## src/sv/aart_pkg.sv

```systemverilog
// Types and constants of the aging address ring table.
// No dependencies; used by every module of the block.
`timescale 1ns / 1ps

package aart_pkg;

  localparam int ADDR_W     = 48;
  localparam int TIME_W     = 32;
  localparam int CMD_W      = 2;
  localparam int STATUS_W   = 2;
  localparam int OCC_W      = 7;
  localparam int IN_DATA_W  = 80;   // address, now
  localparam int OUT_DATA_W = 64;   // status, near, removed, removed_address, occupancy, pad
  localparam int OUT_USED_W = STATUS_W + 2 + ADDR_W + OCC_W;

  localparam logic [TIME_W-1:0] MAX_AGE_RST = 32'd1200;
  localparam logic [TIME_W-1:0] MIN_AGE_RST = 32'd0;

  typedef enum logic [CMD_W-1:0] {
    CMD_ADD    = 2'd0,
    CMD_QUERY  = 2'd1,
    CMD_EXPIRE = 2'd2
  } cmd_t;

  typedef enum logic [STATUS_W-1:0] {
    STS_DONE  = 2'd0,
    STS_FULL  = 2'd1,
    STS_EMPTY = 2'd2
  } status_t;

  typedef enum logic {
    REG_MAX_AGE = 1'b0,
    REG_MIN_AGE = 1'b1
  } reg_idx_t;

  typedef enum logic [1:0] {
    ST_IDLE,
    ST_SEARCH,
    ST_FINISH
  } state_t;

  typedef struct packed {
    logic shift;   // take the neighbour's entry
    logic load;    // take the new entry
  } cell_ctrl_t;

endpackage

```

## src/sv/aart_cell.sv

```systemverilog
// One storage cell of the ring: an address and its insertion time.
// Depends on aart_pkg for widths and the control struct.
`timescale 1ns / 1ps

module aart_cell (
  input  logic                      clk,
  input  aart_pkg::cell_ctrl_t      ctrl,
  input  logic [aart_pkg::ADDR_W-1:0] shift_addr,
  input  logic [aart_pkg::TIME_W-1:0] shift_time,
  input  logic [aart_pkg::ADDR_W-1:0] load_addr,
  input  logic [aart_pkg::TIME_W-1:0] load_time,
  output logic [aart_pkg::ADDR_W-1:0] addr_q,
  output logic [aart_pkg::TIME_W-1:0] time_q
);

  logic [aart_pkg::ADDR_W-1:0] addr_r, addr_nxt;
  logic [aart_pkg::TIME_W-1:0] time_r, time_nxt;

  always_comb begin
    addr_nxt = addr_r;
    time_nxt = time_r;
    if (ctrl.load) begin
      addr_nxt = load_addr;
      time_nxt = load_time;
    end else if (ctrl.shift) begin
      addr_nxt = shift_addr;
      time_nxt = shift_time;
    end
  end

  always_ff @(posedge clk) begin
    addr_r <= addr_nxt;
    time_r <= time_nxt;
  end

  assign addr_q = addr_r;
  assign time_q = time_r;

endmodule

```

## config.mk

```make
export PLATFORM = sky130hd
export DESIGN_NAME = aart_cell
export DESIGN_NICKNAME = d
export VERILOG_FILES = /design/src/sv/aart_pkg.sv /design/src/sv/aart_cell.sv
export SDC_FILE = /design/constraint.sdc
export NUM_CORES = 1
export LEC_CHECK = 0
export BUFFER_PORTS_ARGS = -buffer_cell sky130_fd_sc_hd__clkbuf_2
export CORE_MARGIN = 2
export CORE_UTILIZATION = 46
export DETAILED_ROUTE_END_ITERATION = 12
export GPL_TIMING_DRIVEN = 0
export PLACE_DENSITY = 0.86
export SLEW_MARGIN = 40
export SYNTH_ARGS = -nofsm -noshare
export SYNTH_HDL_FRONTEND = slang
export SYNTH_SLANG_ARGS = --single-unit
```

## constraint.sdc

```tcl
create_clock -name clk -period 7.96 [get_ports clk]
set_input_delay 0.398 -clock clk [delete_from_list [all_inputs] [get_ports clk]]
set_output_delay 0.398 -clock clk [all_outputs]
set_load 0.02 [all_outputs]
```

After elaboration in Yosys (flattened, before gate mapping). Index checks and enable logic that the tools add are counted. W data, S select, Z words.

Add/subtract/negate cells: 0. Equal/unequal tests: 0. Muxes and demuxes: 4. Magnitude comparators: 0. Shifts and indexed selects: 0. $mul: 0. Bitwise gates (word level): 0. Div/mod/pow operators: 0. Reduce and logical (&&, ||, !) cells: 1.

Operators by type and width (count): $mux W48 (2); $mux W32 (2); $reduce_bool A2 Y1 (1).

Input bits: 163. Memories: 0. Bits in latches: 0. Output and inout port bits: 80. ROM bits: 0. Logic and storage cells: 7. Memory bits (writable): 0. Bits in registers: 80.

Longest topological paths before layout. Gate-level depths: netlist of the first run.

Word-level depth: 2. Gate-level depth with buffers: 3. Mapped depth without buffers: 1.

Worst setup path after synthesis of the first run. OpenSTA, ideal clock, no wires.

Path kind: input to register. Start point: input ctrl[0] (netlist bit). End point: register addr_r, in the netlist addr_q[0], enable pin. Data required time: 7.517 ns. Arrival: 2.525 ns. Stages on the path: 3. Buffers on the path: 2. Setup slack: 4.992 ns. Library setup time: 0.443 ns. Cells stage by stage: buf_6 buf_12 or2_1.

Longest elaborated chain between the ends: 1.

Ends and longest elaborated chain: start: declaration (RTL line aart_cell.sv:7) `input aart_pkg::cell_ctrl_t ctrl,`; $reduce_bool A2 Y1 (no source line); end signal: assignment (RTL line aart_cell.sv:32) `addr_r <= addr_nxt;`; end: declaration (RTL line aart_cell.sv:16) `logic [aart_pkg::ADDR_W-1:0] addr_r, addr_nxt;`.

Every way passes these cells. A chain may end at the register's enable or synchronous reset.

Worst setup path in the final report of the first run.
Start point: input ctrl[0] (netlist bit). End point: register time_r, in the netlist time_q[28], enable pin.

Longest elaborated chain between the ends: 1.

Ends and longest elaborated chain: $reduce_bool A2 Y1 (no source line); end signal: assignment (RTL line aart_cell.sv:33) `time_r <= time_nxt;`; end: declaration (RTL line aart_cell.sv:17) `logic [aart_pkg::TIME_W-1:0] time_r, time_nxt;`.

Every way passes these cells.

==> impl_metrics.json, run 1 <==
{
  "status": "finished, final reports clean",
  "postCtsHoldBufs": 0,
  "cts-resized-gates": 0,
  "detail_route.first_pass.iterations": 4,
  "root_buffer": "clkbuf_8",
  "crit_path_start_kind": "input pin",
  "area_growth_pct": 41.4,
  "yosys_register_bits": 80,
  "p_total_mw": 1.08,
  "final_hold_vios": 0,
  "critPathCapture": "time_q[28]",
  "gr-usage-met1_pct": 19.0,
  "final_routed_wirelength_um": 8650,
  "numClockSinks": 80,
  "timing.final.crit_share_pct": 20.2,
  "global_route.usage.total_pct": 18.4,
  "final.min_clock_period_ns": 1.61,
  "drv_cap": 0,
  "cp_max_fo": 41,
  "grt_use_met2_pct": 35.8,
  "initial_cell_density_of_the_core_pct": 46.7,
  "grt_first_pass_wirelength_um": 12200,
  "hold_path_class": "input pin to flop",
  "number_of_top_level_pins": 243,
  "route.detailed.vias_per_inst": 4.66,
  "fin_setup_tns_ns": 0,
  "htreeDepth": 3,
  "synthCells": 170,
  "first_global_vias": 2539,
  "arrival_ns": 1.63,
  "finish.utilization_pct": 66.0,
  "met3_track_usage_gr_pct": 4.39,
  "core_area_um2": 8090,
  "wl_per_cell_um": 16.2,
  "fin_worst_hold_slack_ns": 0.354,
  "seq_area_frac_synth_pct": 63.6,
  "post_route_cells_drive_above_1_share_pct": 80.4,
  "ys_types": 6,
  "grt_overflow_total": 0,
  "place_hpwl_um": 6910,
  "synth_area_leaders": "edfxtp_1 64%, mux2_4 31%, buf_12 4.2%",
  "max-clock-path-buffers": 2,
  "die_h_um": 94.6,
  "crit_type": "input pin to flop",
  "nets": 586,
  "critPathLaunch": "ctrl[0]",
  "die_x_um": 94.6,
  "yosys.area.top_type_share_pct": 63.6,
  "timing.slew.headroom_pct": 61.2,
  "p_leak_nw": 2.67,
  "drt_drc_violations_left": 0,
  "timing.critical_path.to_type": "flop",
  "powerDensity_nw_per_um2": 202,
  "routed-via-count": 2484,
  "die-area_um2": 8950,
  "netlist_area_um2": 3780,
  "worstPathRequired_ns": 7.98,
  "cts_buffer_count": 9,
  "maximum_number_of_pins_on_one_net_before_global_route_repair": 42,
  "drt_iter0_markers": 69,
  "placement_rows": 33,
  "post_cts_setup_inserts": 0,
  "num_antenna_cells": 0,
  "layout.cells.most_common_list": "241 x clkbuf_2, 80 x edfxtp_1, 79 x mux2_4",
  "fmax_mhz": 621,
  "grt_busiest_layer": "met2",
  "setup_repair_after_global_routing_missed_its_margin": "false",
  "layout.cells.most_common": "clkbuf_2",
  "placement.io_buffers": 241,
  "initial_antenna_violation_count": 0,
  "avgSynthCellArea_um2": 22.2,
  "synth.largest_area_cell": "edfxtp_1",
  "clkSlewWorstSetupHoldPaths_ns": 0.09,
  "tritoncts": "built",
  "vdd_ir_drop_max_uv": 97.4,
  "synth.yosys.warnings": 0,
  "globalplace.congestion": 0.750,
  "setup-violations-final": 0,
  "synth.net_count": 333,
  "final-max-slew-violation-count": 0,
  "number_of_nets_still_failing_antenna_checks_after_routing": 0,
  "tightest_slew_ns": 0.582
}
[synth_stat cells]
master and n:
edfxtp_1 80, mux2_4 79, buf_12 8, buf_6 1, mux2_2 1, or2_1 1
[power breakdown]
| group | switching [mW] | internal [mW] |
|---|---|---|
| clock | 0.139 | 0.176 |
| combinational | 0.119 | 0.113 |
| sequential | 0.0131 | 0.517 |
| total | 0.271 | 0.806 |
[cell families after synthesis]
logic type	share of synthesized area, %
and+or+nand+nor	0.166
muxes	31.7
DFF	63.6
buffers and inverters	4.54
[area by class of cell]
| type | count | area (um^2) |
|---|---|---|
| Clock inverter | 4 | 68.8 |
| Buffer | 9 | 171 |
| Sequential cell | 80 | 2400 |
| Tap cell | 105 | 131 |
| Clock buffer | 12 | 135 |
| Multi-Input combinational cell | 81 | 1210 |
| Timing Repair Buffer | 242 | 1230 |
| Fill cell | 629 | 2750 |
[metrics by stage]
step,instances,area [um^2],setup slack [ns]
global placement,516,5110,4.32
finish,533,5340,6.35
detailed placement,517,5140,5.99
global route,533,5340,6.29
floorplan,170,3780,4.99
CTS,533,5340,6.34
[worst min path at each step]
stage                   startpoint          to  slack [ns]  cells past startpoint
floorplan             load_addr[0]   addr_q[0]        0.62                      1
global placement    shift_addr[33]  addr_q[33]        0.70                      2
detailed placement    load_addr[4]   addr_q[4]        0.70                      2
CTS                 shift_addr[10]  addr_q[10]        0.34                      2
global route         load_time[18]  time_q[18]        0.33                      2
finish              shift_addr[10]  addr_q[10]        0.35                      2
[registers in the layout, summed over array words and instances, names as in the netlist]
signal	cells
time_q	32
addr_q	48
[per-layer routing]
metal | routed length (um) | share of wire (%)
met4 | 124 | 1.4
met1 | 3030 | 35
met2 | 4880 | 56
met5 | 0 | 0
met3 | 616 | 7.1
[critical path: stages]
cell	delay, ns
buf_6	0.20
buf_12	0.18
or2_4	0.50
buf_12	0.31
No activity file was read; power rests on OpenSTA's default activity.
==> inputs of run 2 (changes only) <==
CORE_UTILIZATION = 38   (was 46)
PLACE_DENSITY = 0.76   (was 0.86)
clock period = 1.4 ns   (was 7.96 ns; I/O delays follow)
==> run 2 against run 1 <==
Core utilization shrank 11 points. Critical path depth is the same. Highest routed layer unchanged. Worst setup slack lost 6.4 ns. Routed wire length shrank 2.9%. Largest power group unchanged.
==> impl_metrics.json, run 2 (synthesis results as in run 1) <==
{
  "globalplace.congestion": 0.746,
  "placement_rows": 36,
  "layout.cells.most_common_list": "241 x clkbuf_2, 80 x edfxtp_1, 79 x mux2_4",
  "setup_repair_after_global_routing_missed_its_margin": "false",
  "numClockSinks": 80,
  "drt_drc_violations_left": 0,
  "layout.cells.most_common": "clkbuf_2",
  "die_h_um": 104,
  "status": "finished, final reports clean",
  "timing.final.crit_share_pct": 100,
  "cp.buffers_inverters": 3,
  "multi_input_area_um2": 1210,
  "p_switching_mw": 1.53,
  "crit_path_start_kind": "input pin",
  "placement.io_buffers": 241,
  "cts-resized-gates": 0,
  "final-max-slew-violation-count": 0,
  "switching_portion_of_total_power_pct": 25.8,
  "drv_cap": 0,
  "post_cts_setup_inserts": 0,
  "clkSlewWorstSetupHoldPaths_ns": 0.09,
  "fin_worst_hold_slack_ns": 0.0273,
  "tightest_slew_ns": 0.538,
  "stdcell_count": 564,
  "placed_cells": 545,
  "cp_slowest_cell": "dlygate4sd3_1",
  "internal_power_mw": 4.39,
  "grt_first_pass_wirelength_um": 12800,
  "post_route_cells_drive_above_1_share_pct": 79.6,
  "p_leak_nw": 2.67,
  "area_growth_pct": 42.7,
  "global_route.usage.total_pct": 15.5,
  "cp_max_fo": 1,
  "fmax_mhz": 714,
  "final_routed_wirelength_um": 8390,
  "die-area_um2": 10800,
  "power_frac_comb_pct": 22.4,
  "final.min_clock_period_ns": 1.40,
  "grt_overflow_total": 0,
  "die_x_um": 104,
  "largest_register_ffs": 48,
  "num_antenna_cells": 0,
  "timing.slew.headroom_pct": 64.1,
  "htreeDepth": 3,
  "dpl-instance-area_um2": 5180,
  "regArea_um2": 2400,
  "critical-path-max-stage-delay_ns": 0.55,
  "place_hpwl_um": 6580,
  "vdd_ir_drop_max_uv": 599,
  "timing.critical_path.to_type": "flop",
  "nets": 589,
  "number_of_top_level_pins": 243,
  "power.share.clock_pct": 26.7,
  "drt_iter0_markers": 108,
  "final_hold_vios": 0,
  "number_of_nets_still_failing_antenna_checks_after_routing": 0,
  "share_seq_of_total_power_pct": 50.9,
  "timing.critical_path.mode_cell": "dlygate4sd3_1",
  "powerDensity_nw_per_um2": 1100,
  "wl_per_cell_um": 14.9,
  "core_area_um2": 9730,
  "hold_path_class": "input pin to flop",
  "p_total_mw": 5.91,
  "first_global_vias": 2636,
  "cp_top_family": "buffers and inverters",
  "initial_antenna_violation_count": 0,
  "arrival_ns": 1.50,
  "initial_cell_density_of_the_core_pct": 38.8,
  "route.detailed.vias_per_inst": 4.38,
  "maximum_number_of_pins_on_one_net_before_global_route_repair": 45,
  "setup-violations-final": 0,
  "tritoncts": "built",
  "root_buffer": "clkbuf_8",
  "max-clock-path-buffers": 2,
  "detail_route.first_pass.iterations": 4,
  "worstPathRequired_ns": 1.50,
  "crit_type": "input pin to flop",
  "finalInstanceArea_um2": 5390,
  "routed-via-count": 2473,
  "cts_buffer_count": 9,
  "nFillCells": 811,
  "worstPathCellList": "dlygate4sd3_1 > clkbuf_2 > mux2_4 > dlygate4sd3_1"
}
## run 2: cell count changes in the layout (fill, tap and decap cells not counted)
cell / delta
buf_12: +1
buf_6: -1
bufinv_16: -1
clkbuf_1: -2
clkinv_1: +3
dlygate4sd3_1: +3
## run 2: final timing paths
kind	start	endpoint	slack [ns]	cells past startpoint
setup / recovery	load_addr[36]	addr_q[36]	0.0003	4
hold / removal	load_addr[40]	addr_q[40]	0.03	2
## run 2: final cells by class
type	instances	share of cell area [%]
timing repair buffer	245	23.3
multi-input combinational	81	22.4
clock inverter	6	0.929
sequential	80	44.6
tap	133	3.09
clock buffer	10	2.37
buffer	9	3.34
## run 2: stage by stage
stage | utilization (%) | worst slack (ns) | TNS [ns]
after floorplan | - | 0.00995 | 0
after global placement | 53.0 | -0.241 | -18.94
after detailed placement | 53.3 | -0.154 | -6.62
after CTS | 55.1 | 0.227 | 0
after global routing | 55.4 | 0.0169 | 0
final | 55.4 | 0.000289 | 0
## run 2: power groups by stage
| stage | clock network (mW) | registers (mW) | logic [mW] |
|---|---|---|---|
| final | 1.58 | 3.01 | 1.32 |
| after detailed placement | 0 | 3.07 | 1.33 |
| after global placement | 0 | 3.05 | 1.30 |
| after floorplan | 0 | 3.41 | 0.436 |
| after CTS | 1.64 | 3.01 | 1.33 |
| after global routing | 1.74 | 3.04 | 1.40 |
## run 2: repair_timing
action	4_1_cts	5_1_grt
setup endpoints to repair	0	0
hold buffers	0	3
endpoints found under the hold margin	0	2
## run 2: per-layer routing
layer / up-vias / global-route usage, % / share of wire (%)
met5: - / 0 / 0
met2: 149 / 27.4 / 53
met3: 16 / 5.41 / 8.2
li1: 1177 / - / -
met4: 0 / 6.76 / 2.2
met1: 1131 / 16.7 / 37
